--- config.mk ---
export PLATFORM = sky130hd
export DESIGN_NAME = regular_polygon_vertex_gen_unit
export DESIGN_NICKNAME = d
export VERILOG_FILES = /design/src/rtl/rpvg_pkg.sv /design/src/rtl/rpvg_coef_rom.sv /design/src/rtl/regular_polygon_vertex_gen_unit.sv
export SDC_FILE = /design/constraint.sdc
export NUM_CORES = 2
export LEC_CHECK = 0
export ABC_AREA = 1
export BUFFER_PORTS_ARGS = -buffer_cell sky130_fd_sc_hd__buf_2
export CORE_ASPECT_RATIO = 0.8
export CORE_MARGIN = 4
export CORE_UTILIZATION = 40
export CTS_CLUSTER_SIZE = 24
export DETAILED_ROUTE_END_ITERATION = 10
export GPL_TIMING_DRIVEN = 0
export SLEW_MARGIN = 20
export SYNTH_ARGS = -nofsm -noshare
export SYNTH_HDL_FRONTEND = slang
export SYNTH_SLANG_ARGS = --single-unit
--- constraint.sdc ---
create_clock -name clk -period 9.39 [get_ports clk]
set_input_delay 0.939 -clock clk [delete_from_list [all_inputs] [get_ports clk]]
set_output_delay 0.939 -clock clk [all_outputs]
set_load 0.02 [all_outputs]
--- src/rtl/rpvg_pkg.sv ---
// shared types and constants for the regular polygon vertex generator
// no dependencies; imported by every module of the block

package rpvg_pkg;

    // field widths that do not follow a parameter
    localparam int RADIUS_BITS = 14;
    localparam int SIDES_BITS  = 7;

    // 2*pi in unsigned q3.30, seed of the per-side-count rotation angle
    localparam longint unsigned TWO_PI_Q30 = 64'd6746518852;

    // sequencer states, one-hot
    typedef enum logic [2:0] {
        ST_IDLE = 3'b001,
        ST_CALC = 3'b010,
        ST_EMIT = 3'b100
    } rpvg_state_t;

endpackage

--- src/rtl/rpvg_coef_rom.sv ---
// cosine / sine coefficient table of 2*pi/n, signed q2.FRAC_BITS, registered read
// depends on rpvg_pkg; entries are built at elaboration by a taylor series up to the 24th power

module rpvg_coef_rom
    import rpvg_pkg::*;
#(
    parameter int MAX_SIDES = 64,
    parameter int FRAC_BITS = 16
)
(
    input  logic                                 clk,
    input  logic                                 en,
    input  logic [$clog2(MAX_SIDES+1)-1:0]       idx,
    output logic signed [FRAC_BITS+1:0]          cos_coef,
    output logic signed [FRAC_BITS+1:0]          sin_coef
);

    localparam int CW = FRAC_BITS + 2;
    localparam int SH = 30 - FRAC_BITS;

    logic signed [CW-1:0] cos_tab [MAX_SIDES+1];
    logic signed [CW-1:0] sin_tab [MAX_SIDES+1];

    for (genvar g = 0; g <= MAX_SIDES; g++) begin : g_entry
        // angle in q2.30; counts below three use fixed entries
        localparam longint unsigned TH  = TWO_PI_Q30 / ((g < 3) ? 3 : g);
        localparam longint unsigned T1  = TH;
        localparam longint unsigned T2  = ((T1  * TH) >> 30) / 2;
        localparam longint unsigned T3  = ((T2  * TH) >> 30) / 3;
        localparam longint unsigned T4  = ((T3  * TH) >> 30) / 4;
        localparam longint unsigned T5  = ((T4  * TH) >> 30) / 5;
        localparam longint unsigned T6  = ((T5  * TH) >> 30) / 6;
        localparam longint unsigned T7  = ((T6  * TH) >> 30) / 7;
        localparam longint unsigned T8  = ((T7  * TH) >> 30) / 8;
        localparam longint unsigned T9  = ((T8  * TH) >> 30) / 9;
        localparam longint unsigned T10 = ((T9  * TH) >> 30) / 10;
        localparam longint unsigned T11 = ((T10 * TH) >> 30) / 11;
        localparam longint unsigned T12 = ((T11 * TH) >> 30) / 12;
        localparam longint unsigned T13 = ((T12 * TH) >> 30) / 13;
        localparam longint unsigned T14 = ((T13 * TH) >> 30) / 14;
        localparam longint unsigned T15 = ((T14 * TH) >> 30) / 15;
        localparam longint unsigned T16 = ((T15 * TH) >> 30) / 16;
        localparam longint unsigned T17 = ((T16 * TH) >> 30) / 17;
        localparam longint unsigned T18 = ((T17 * TH) >> 30) / 18;
        localparam longint unsigned T19 = ((T18 * TH) >> 30) / 19;
        localparam longint unsigned T20 = ((T19 * TH) >> 30) / 20;
        localparam longint unsigned T21 = ((T20 * TH) >> 30) / 21;
        localparam longint unsigned T22 = ((T21 * TH) >> 30) / 22;
        localparam longint unsigned T23 = ((T22 * TH) >> 30) / 23;
        localparam longint unsigned T24 = ((T23 * TH) >> 30) / 24;

        localparam longint CA = longint'(64'd1 << 30)
            - longint'(T2)  + longint'(T4)  - longint'(T6)  + longint'(T8)
            - longint'(T10) + longint'(T12) - longint'(T14) + longint'(T16)
            - longint'(T18) + longint'(T20) - longint'(T22) + longint'(T24);
        localparam longint SA = longint'(T1)
            - longint'(T3)  + longint'(T5)  - longint'(T7)  + longint'(T9)
            - longint'(T11) + longint'(T13) - longint'(T15) + longint'(T17)
            - longint'(T19) + longint'(T21) - longint'(T23);

        // round to nearest, ties away from zero
        localparam longint HALF   = longint'(64'd1 << (SH - 1));
        localparam longint CA_MAG = (CA < 0) ? -CA : CA;
        localparam longint SA_MAG = (SA < 0) ? -SA : SA;
        localparam longint CA_R   = (CA_MAG + HALF) >>> SH;
        localparam longint SA_R   = (SA_MAG + HALF) >>> SH;
        localparam longint CA_Q   = (CA < 0) ? -CA_R : CA_R;
        localparam longint SA_Q   = (SA < 0) ? -SA_R : SA_R;

        localparam longint ONE   = longint'(64'd1 << FRAC_BITS);
        localparam longint COS_E = (g <= 1) ? ONE : ((g == 2) ? -ONE : CA_Q);
        localparam longint SIN_E = (g <= 2) ? longint'(0) : SA_Q;

        assign cos_tab[g] = CW'(COS_E);
        assign sin_tab[g] = CW'(SIN_E);
    end

    always_ff @(posedge clk)
    begin
        if (en)
        begin
            cos_coef <= cos_tab[idx];
            sin_coef <= sin_tab[idx];
        end
    end

endmodule

--- src/rtl/regular_polygon_vertex_gen_unit.sv ---
// top level of the regular polygon vertex generator
// depends on rpvg_pkg and rpvg_coef_rom
//
// usage
//   slave channel s_*: one beat is one request (center, radius, side count).
//   master channel m_*: one beat per vertex, tlast on the final vertex.
//   a request with n sides (above MAX_SIDES taken as MAX_SIDES) gives n beats;
//   zero sides gives none. the start point sits radius above the center
//   (saturated) and is not sent; each vertex is the previous integer vertex
//   rotated about the center by 2*pi/n.
// timing
//   s_tready is high only while idle, so one request is worked at a time.
//   one multiplier is shared by the four products of a vertex: the product
//   steps, a step for the last accumulate, and an emit step that rounds
//   toward zero, saturates and loads the output register. m_tvalid rises
//   once the emit step of the first vertex has loaded the output register.
//   a new request is taken as soon as the last vertex sits in the output
//   register, even if it has not been taken yet.
// reset and stall
//   rst_n clears the sequencer and output valid; no table clearing is needed.
//   a stalled receiver holds the output beat and the sequencer waits in the
//   emit step until the output register frees up.

module regular_polygon_vertex_gen_unit
    import rpvg_pkg::*;
#(
    parameter int MAX_SIDES  = 64,
    parameter int COORD_BITS = 16,
    parameter int FRAC_BITS  = 16
)
(
    input  logic clk,
    input  logic rst_n,

    input  logic s_tvalid,
    output logic s_tready,
    // center_x, center_y, radius, sides (lowest bit up), zero padded
    input  logic [((2*COORD_BITS+RADIUS_BITS+SIDES_BITS+7)/8)*8-1:0] s_tdata,

    output logic m_tvalid,
    input  logic m_tready,
    // vertex_x, vertex_y (lowest bit up), zero padded
    output logic [((2*COORD_BITS+7)/8)*8-1:0] m_tdata,
    // last_vertex
    output logic m_tlast
);

    localparam int C      = COORD_BITS;
    localparam int OUT_W  = ((2*C + 7) / 8) * 8;
    localparam int IDX_W  = $clog2(MAX_SIDES + 1);
    localparam int CW     = FRAC_BITS + 2;           // coefficient width
    localparam int DW     = C + 1;                   // delta width
    localparam int PW     = CW + DW;                 // product width
    localparam int AW     = PW + 2;                  // accumulator width
    localparam int QW     = AW - FRAC_BITS;          // integer part width
    localparam int SW     = C + RADIUS_BITS + 1;     // start point difference width
    localparam int RAD_LO = 2*C;
    localparam int SID_LO = 2*C + RADIUS_BITS;

    // saturate a wider signed value to C bits
    function automatic logic [C-1:0] sat_q(input logic [QW-1:0] v);
        logic all_same;
        all_same = (v[QW-1:C-1] == {(QW-C+1){1'b0}}) || (v[QW-1:C-1] == {(QW-C+1){1'b1}});
        if (all_same)
            return v[C-1:0];
        else
            return v[QW-1] ? {1'b1, {(C-1){1'b0}}} : {1'b0, {(C-1){1'b1}}};
    endfunction

    function automatic logic [C-1:0] sat_s(input logic [SW-1:0] v);
        logic all_same;
        all_same = (v[SW-1:C-1] == {(SW-C+1){1'b0}}) || (v[SW-1:C-1] == {(SW-C+1){1'b1}});
        if (all_same)
            return v[C-1:0];
        else
            return v[SW-1] ? {1'b1, {(C-1){1'b0}}} : {1'b0, {(C-1){1'b1}}};
    endfunction

    // truncate toward zero by 2^FRAC_BITS, then saturate
    function automatic logic [C-1:0] round_sat(input logic [AW-1:0] a);
        logic [QW-1:0] q;
        logic          fix;
        fix = a[AW-1] && (a[FRAC_BITS-1:0] != '0);
        q   = a[AW-1:FRAC_BITS] + QW'(fix);
        return sat_q(q);
    endfunction

    rpvg_state_t state_reg, state_next;
    logic [2:0]           step_reg, step_next;
    logic [IDX_W-1:0]     remain_reg, remain_next;
    logic signed [C-1:0]  pivot_x_reg, pivot_x_next;
    logic signed [C-1:0]  pivot_y_reg, pivot_y_next;
    logic signed [C-1:0]  cur_x_reg, cur_x_next;
    logic signed [C-1:0]  cur_y_reg, cur_y_next;
    logic signed [PW-1:0] prod_reg, prod_next;
    logic signed [AW-1:0] acc_x_reg, acc_x_next;
    logic signed [AW-1:0] acc_y_reg, acc_y_next;
    logic                 out_valid_reg, out_valid_next;
    logic [C-1:0]         out_x_reg, out_x_next;
    logic [C-1:0]         out_y_reg, out_y_next;
    logic                 out_last_reg, out_last_next;

    logic                 in_beat;
    logic [C-1:0]         in_cx, in_cy;
    logic [RADIUS_BITS-1:0] in_rad;
    logic [SIDES_BITS-1:0]  in_sides, sides_clamped;
    logic [IDX_W-1:0]     rom_idx;
    logic signed [CW-1:0] cos_coef, sin_coef;
    logic signed [DW-1:0] dx, dy;
    logic signed [CW-1:0] mul_a;
    logic signed [DW-1:0] mul_b;
    logic signed [AW-1:0] add_base, add_prod, add_sum;
    logic [SW-1:0]        start_diff;
    logic                 out_free;

    assign in_beat  = s_tvalid && s_tready;
    assign in_cx    = s_tdata[C-1:0];
    assign in_cy    = s_tdata[2*C-1:C];
    assign in_rad   = s_tdata[RAD_LO+RADIUS_BITS-1:RAD_LO];
    assign in_sides = s_tdata[SID_LO+SIDES_BITS-1:SID_LO];

    // side counts above the table depth fold onto the top entry
    assign sides_clamped = (in_sides > SIDES_BITS'(MAX_SIDES)) ? SIDES_BITS'(MAX_SIDES)
                                                               : in_sides;
    assign rom_idx = sides_clamped[IDX_W-1:0];

    rpvg_coef_rom #(
        .MAX_SIDES (MAX_SIDES),
        .FRAC_BITS (FRAC_BITS)
    ) u_coef_rom (
        .clk      (clk),
        .en       (in_beat),
        .idx      (rom_idx),
        .cos_coef (cos_coef),
        .sin_coef (sin_coef)
    );

    // start point: center_y - radius, saturated
    assign start_diff = {{(SW-C){in_cy[C-1]}}, in_cy} - SW'(in_rad);

    // offsets of the previous vertex from the center
    assign dx = {cur_x_reg[C-1], cur_x_reg} - {pivot_x_reg[C-1], pivot_x_reg};
    assign dy = {cur_y_reg[C-1], cur_y_reg} - {pivot_y_reg[C-1], pivot_y_reg};

    // shared multiplier operands:
    //   step 0 cos*dx, step 1 sin*dy, step 2 sin*dx, step 3 cos*dy
    always_comb
    begin
        case (step_reg)
            3'd0:    begin mul_a = cos_coef; mul_b = dx; end
            3'd1:    begin mul_a = sin_coef; mul_b = dy; end
            3'd2:    begin mul_a = sin_coef; mul_b = dx; end
            3'd3:    begin mul_a = cos_coef; mul_b = dy; end
            default: begin mul_a = cos_coef; mul_b = dy; end
        endcase
    end

    assign prod_next = PW'(mul_a * mul_b);

    // shared adder: the product of the previous step lands on a base
    //   step 1 acc_x = cx<<F + cos*dx, step 2 acc_x -= sin*dy
    //   step 3 acc_y = cy<<F + sin*dx, step 4 acc_y += cos*dy
    always_comb
    begin
        add_prod = {{(AW-PW){prod_reg[PW-1]}}, prod_reg};
        case (step_reg)
            3'd1:    add_base = {{(AW-C-FRAC_BITS){pivot_x_reg[C-1]}}, pivot_x_reg,
                                 {FRAC_BITS{1'b0}}};
            3'd2:    add_base = acc_x_reg;
            3'd3:    add_base = {{(AW-C-FRAC_BITS){pivot_y_reg[C-1]}}, pivot_y_reg,
                                 {FRAC_BITS{1'b0}}};
            default: add_base = acc_y_reg;
        endcase
        add_sum = (step_reg == 3'd2) ? add_base - add_prod : add_base + add_prod;
    end

    assign out_free = !out_valid_reg || m_tready;

    always_comb
    begin
        state_next     = state_reg;
        step_next      = step_reg;
        remain_next    = remain_reg;
        pivot_x_next   = pivot_x_reg;
        pivot_y_next   = pivot_y_reg;
        cur_x_next     = cur_x_reg;
        cur_y_next     = cur_y_reg;
        acc_x_next     = acc_x_reg;
        acc_y_next     = acc_y_reg;
        out_x_next     = out_x_reg;
        out_y_next     = out_y_reg;
        out_last_next  = out_last_reg;
        out_valid_next = out_valid_reg && !m_tready;

        case (state_reg)
            ST_IDLE:
            begin
                if (in_beat)
                begin
                    pivot_x_next = in_cx;
                    pivot_y_next = in_cy;
                    cur_x_next   = in_cx;
                    cur_y_next   = sat_s(start_diff);
                    remain_next  = rom_idx;
                    step_next    = 3'd0;
                    // zero sides: nothing to send
                    state_next   = (rom_idx == '0) ? ST_IDLE : ST_CALC;
                end
            end
            ST_CALC:
            begin
                if (step_reg == 3'd1 || step_reg == 3'd2)
                    acc_x_next = add_sum;
                if (step_reg == 3'd3 || step_reg == 3'd4)
                    acc_y_next = add_sum;
                if (step_reg == 3'd4)
                    state_next = ST_EMIT;
                else
                    step_next = step_reg + 3'd1;
            end
            ST_EMIT:
            begin
                if (out_free)
                begin
                    out_x_next     = round_sat(acc_x_reg);
                    out_y_next     = round_sat(acc_y_reg);
                    out_last_next  = (remain_reg == IDX_W'(1));
                    out_valid_next = 1'b1;
                    cur_x_next     = round_sat(acc_x_reg);
                    cur_y_next     = round_sat(acc_y_reg);
                    remain_next    = remain_reg - IDX_W'(1);
                    step_next      = 3'd0;
                    state_next     = (remain_reg == IDX_W'(1)) ? ST_IDLE : ST_CALC;
                end
            end
            default:
            begin
                state_next = ST_IDLE;
            end
        endcase
    end

    // control
    always_ff @(posedge clk or negedge rst_n)
    begin
        if (!rst_n)
        begin
            state_reg     <= ST_IDLE;
            step_reg      <= 3'd0;
            remain_reg    <= '0;
            out_valid_reg <= 1'b0;
        end
        else
        begin
            state_reg     <= state_next;
            step_reg      <= step_next;
            remain_reg    <= remain_next;
            out_valid_reg <= out_valid_next;
        end
    end

    // datapath
    always_ff @(posedge clk)
    begin
        pivot_x_reg  <= pivot_x_next;
        pivot_y_reg  <= pivot_y_next;
        cur_x_reg    <= cur_x_next;
        cur_y_reg    <= cur_y_next;
        prod_reg     <= prod_next;
        acc_x_reg    <= acc_x_next;
        acc_y_reg    <= acc_y_next;
        out_x_reg    <= out_x_next;
        out_y_reg    <= out_y_next;
        out_last_reg <= out_last_next;
    end

    assign s_tready = (state_reg == ST_IDLE);
    assign m_tvalid = out_valid_reg;
    assign m_tdata  = OUT_W'({out_y_reg, out_x_reg});
    assign m_tlast  = out_last_reg;

endmodule

==> qor.yml <==
synth_edf_count: 206
cts-resized-gates: 0
vias: 27200
layout.cells.most_common: "nand2_1"
clkTransAtPathRegs_ps: 70
final_cell_mix: "nand2_1 (873), inv_1 (675), nor2_1 (390), fa_1 (316), a21oi_1 (215)"
ant_nets: 0
async_flop_share_pct: 5.49
gp_congestion: 1.01
post_drt_wl_per_cell_um: 21.6
path_class: "reg2reg"
fp.dieH_um: 254
drive_above_1_share_pct: 7.50
grt_max_degree: 31
slowest_delay_ps: 550
maxSlewHeadroom_pct: 25.8
grt_pass1_vias: 26100
worst_ep_arrival_time_ps: 9020
hp-class: "in2async"
final_core_util_pct: 44.2
cpMostUsedCell: "fa_1"
nNetsFinal: 4573
worstPathMaxFanout: 10
holdBufCountCts: 0
skew_ps: 32.3
synth_ff_type: "edfxtp_1"
synth_cell_type_count: 64
synth_top_family_by_area: "adder cells"
portBuffers: 90
cts_tree: "done"
fp.coreArea_um2: 75300
io_pins: 95
grt_pass1_wl_mm: 164
cts_setup_buffers: 0
num_rows: 90
synth_simple_gate_area_share_pct: 22.8
worst_slew_pin_slew_ps: 1110
die_w_um: 316
finalSetupViolCount: 0
fillers: 7771
start_util_pct: 40.3
drt_wl_total_mm: 109
startpoint_type: "register"
yosysSeqAreaShare_pct: 23.9
clk_path_buf_depth: 3
multiInputGateArea_um2: 20100
grt_remaining_overflow: 0
syn_nets: 4445
antenna_found_initial: 2
root_buffer: "clkbuf_16"
dr.pass1.iters: 7
viasPerCell: 5.40
synth-compound-area-share_pct: 10.3
die-area_um2: 80400
status: "finished clean"
syn_area_um2: 30300
yosys-mux-area-fraction_pct: 0
crit_slowest_cell: "edfxtp_1"
drt_iter0_drc: 3033
cts_buffers: 29
tns_ps: 0
ff_latch_area_um2: 7240
place_hpwl_mm: 91.1
cp.required_ps: 9890
hold_viol: 0
htreeDepth: 1
synthAdderAreaFrac_pct: 28.8
yosysWarnings: 0
fmax_ghz: 0.117
synthCells: 3877
clk_latency_ps: 610
track_usage_pct: 27.0
period_needed_ps: 8520
maxSlewViolCount: 0
synth-seq-cells: 255
period_share_pct: 90.7
synth_xor_area_share_pct: 4.39
rsz0062_at_grt: "no"
cp-end-kind: "register"
drv_cap: 0
synth.avg_cell_area_um2: 7.83
cts.sinks: 255
area_growth_pct: 9.66
drc_errors: 0
==> cells in the mapped netlist, drive strengths merged, types with 6 or more instances <==
master | number | area [um2]
a211oi | 7 | 52.6
nand2 | 914 | 3560
clkbuf | 40 | 150
xnor2 | 43 | 377
a21oi | 217 | 1090
dfxtp | 35 | 701
a32o | 9 | 90.1
o21bai | 10 | 75.1
ha | 192 | 2400
edfxtp | 206 | 6190
a21o | 18 | 135
a31oi | 18 | 113
or2 | 18 | 113
buf | 43 | 259
o22ai | 13 | 81.3
nand4 | 30 | 188
nor4 | 21 | 131
nand3 | 199 | 1010
nor2 | 410 | 1600
a21boi | 8 | 60.1
nor3 | 36 | 190
dfrtp | 13 | 325
nand3b | 8 | 60.1
xor2 | 109 | 955
fa | 316 | 6330
o21ai | 192 | 1040
inv | 692 | 2600
o211ai | 16 | 120
a22o | 6 | 52.6
==> worst max-delay path, delay by kind of cell, from the launching register on <==
kind | cells | cell delay (ps)
DFF | 1 | 550
adders and majority gates | 9 | 4100
buffers and inverters | 7 | 880
AOI/OAI and AO/OA | 7 | 1760
xor gates and xnor gates | 2 | 290
and+or+nand+nor | 5 | 820
==> cell families after synthesis <==
kind of cell,Yosys count
buf+inv,778
compound gates,540
flops,255
xor+xnor,152
fa+ha+maj,508
simple gates,1644
==> worst paths after layout <==
| kind | to | slack, ps | start | depth (start not counted) |
|---|---|---|---|---|
| worst max-delay path | prod_reg[29] | 870 | pivot_x_reg[0] | 30 |
| worst min register to register | remain_reg[5] | 510 | remain_reg[5] | 2 |
| worst max register to register | prod_reg[29] | 870 | pivot_x_reg[0] | 30 |
| min in group clk | remain_reg[5] | 510 | remain_reg[5] | 2 |
| max in group asynchronous | state_reg[0] | 8850 | rst_n | 1 |
| worst min-delay path | remain_reg[1] | 250 | rst_n | 1 |
==> layout make-up <==
cell class	count	area share (%)
Antenna cell	1	0.00752
Buffer	83	1.23
Clock buffer	33	2.23
Clock inverter	20	0.775
Inverter	695	7.84
Multi-Input combinational cell	2844	60.5
Sequential cell	255	21.8
Tap cell	1012	3.81
Timing Repair Buffer	97	1.87
==> metal layers <==
layer  wire (um)  GRT usage, %
met5           0             0
met4        2520          5.79
met3       11300          5.72
met2       43200          37.9
met1       51800          42.5
==> metrics by stage <==
stage               hold slack (ps)  setup slack (ps)  cells  instance area [um2]
finish                          246               874   5040                33300
global route                    235               534   5039                33300
CTS                             222              1050   5039                33300
detailed placement              501              1090   4986                32300
global placement                477              1060   4979                32100
floorplan                       454              2690   3877                30300
Power is not shown: default switching activity piles up to over one toggle a cycle in this logic, so the estimate is an artifact.
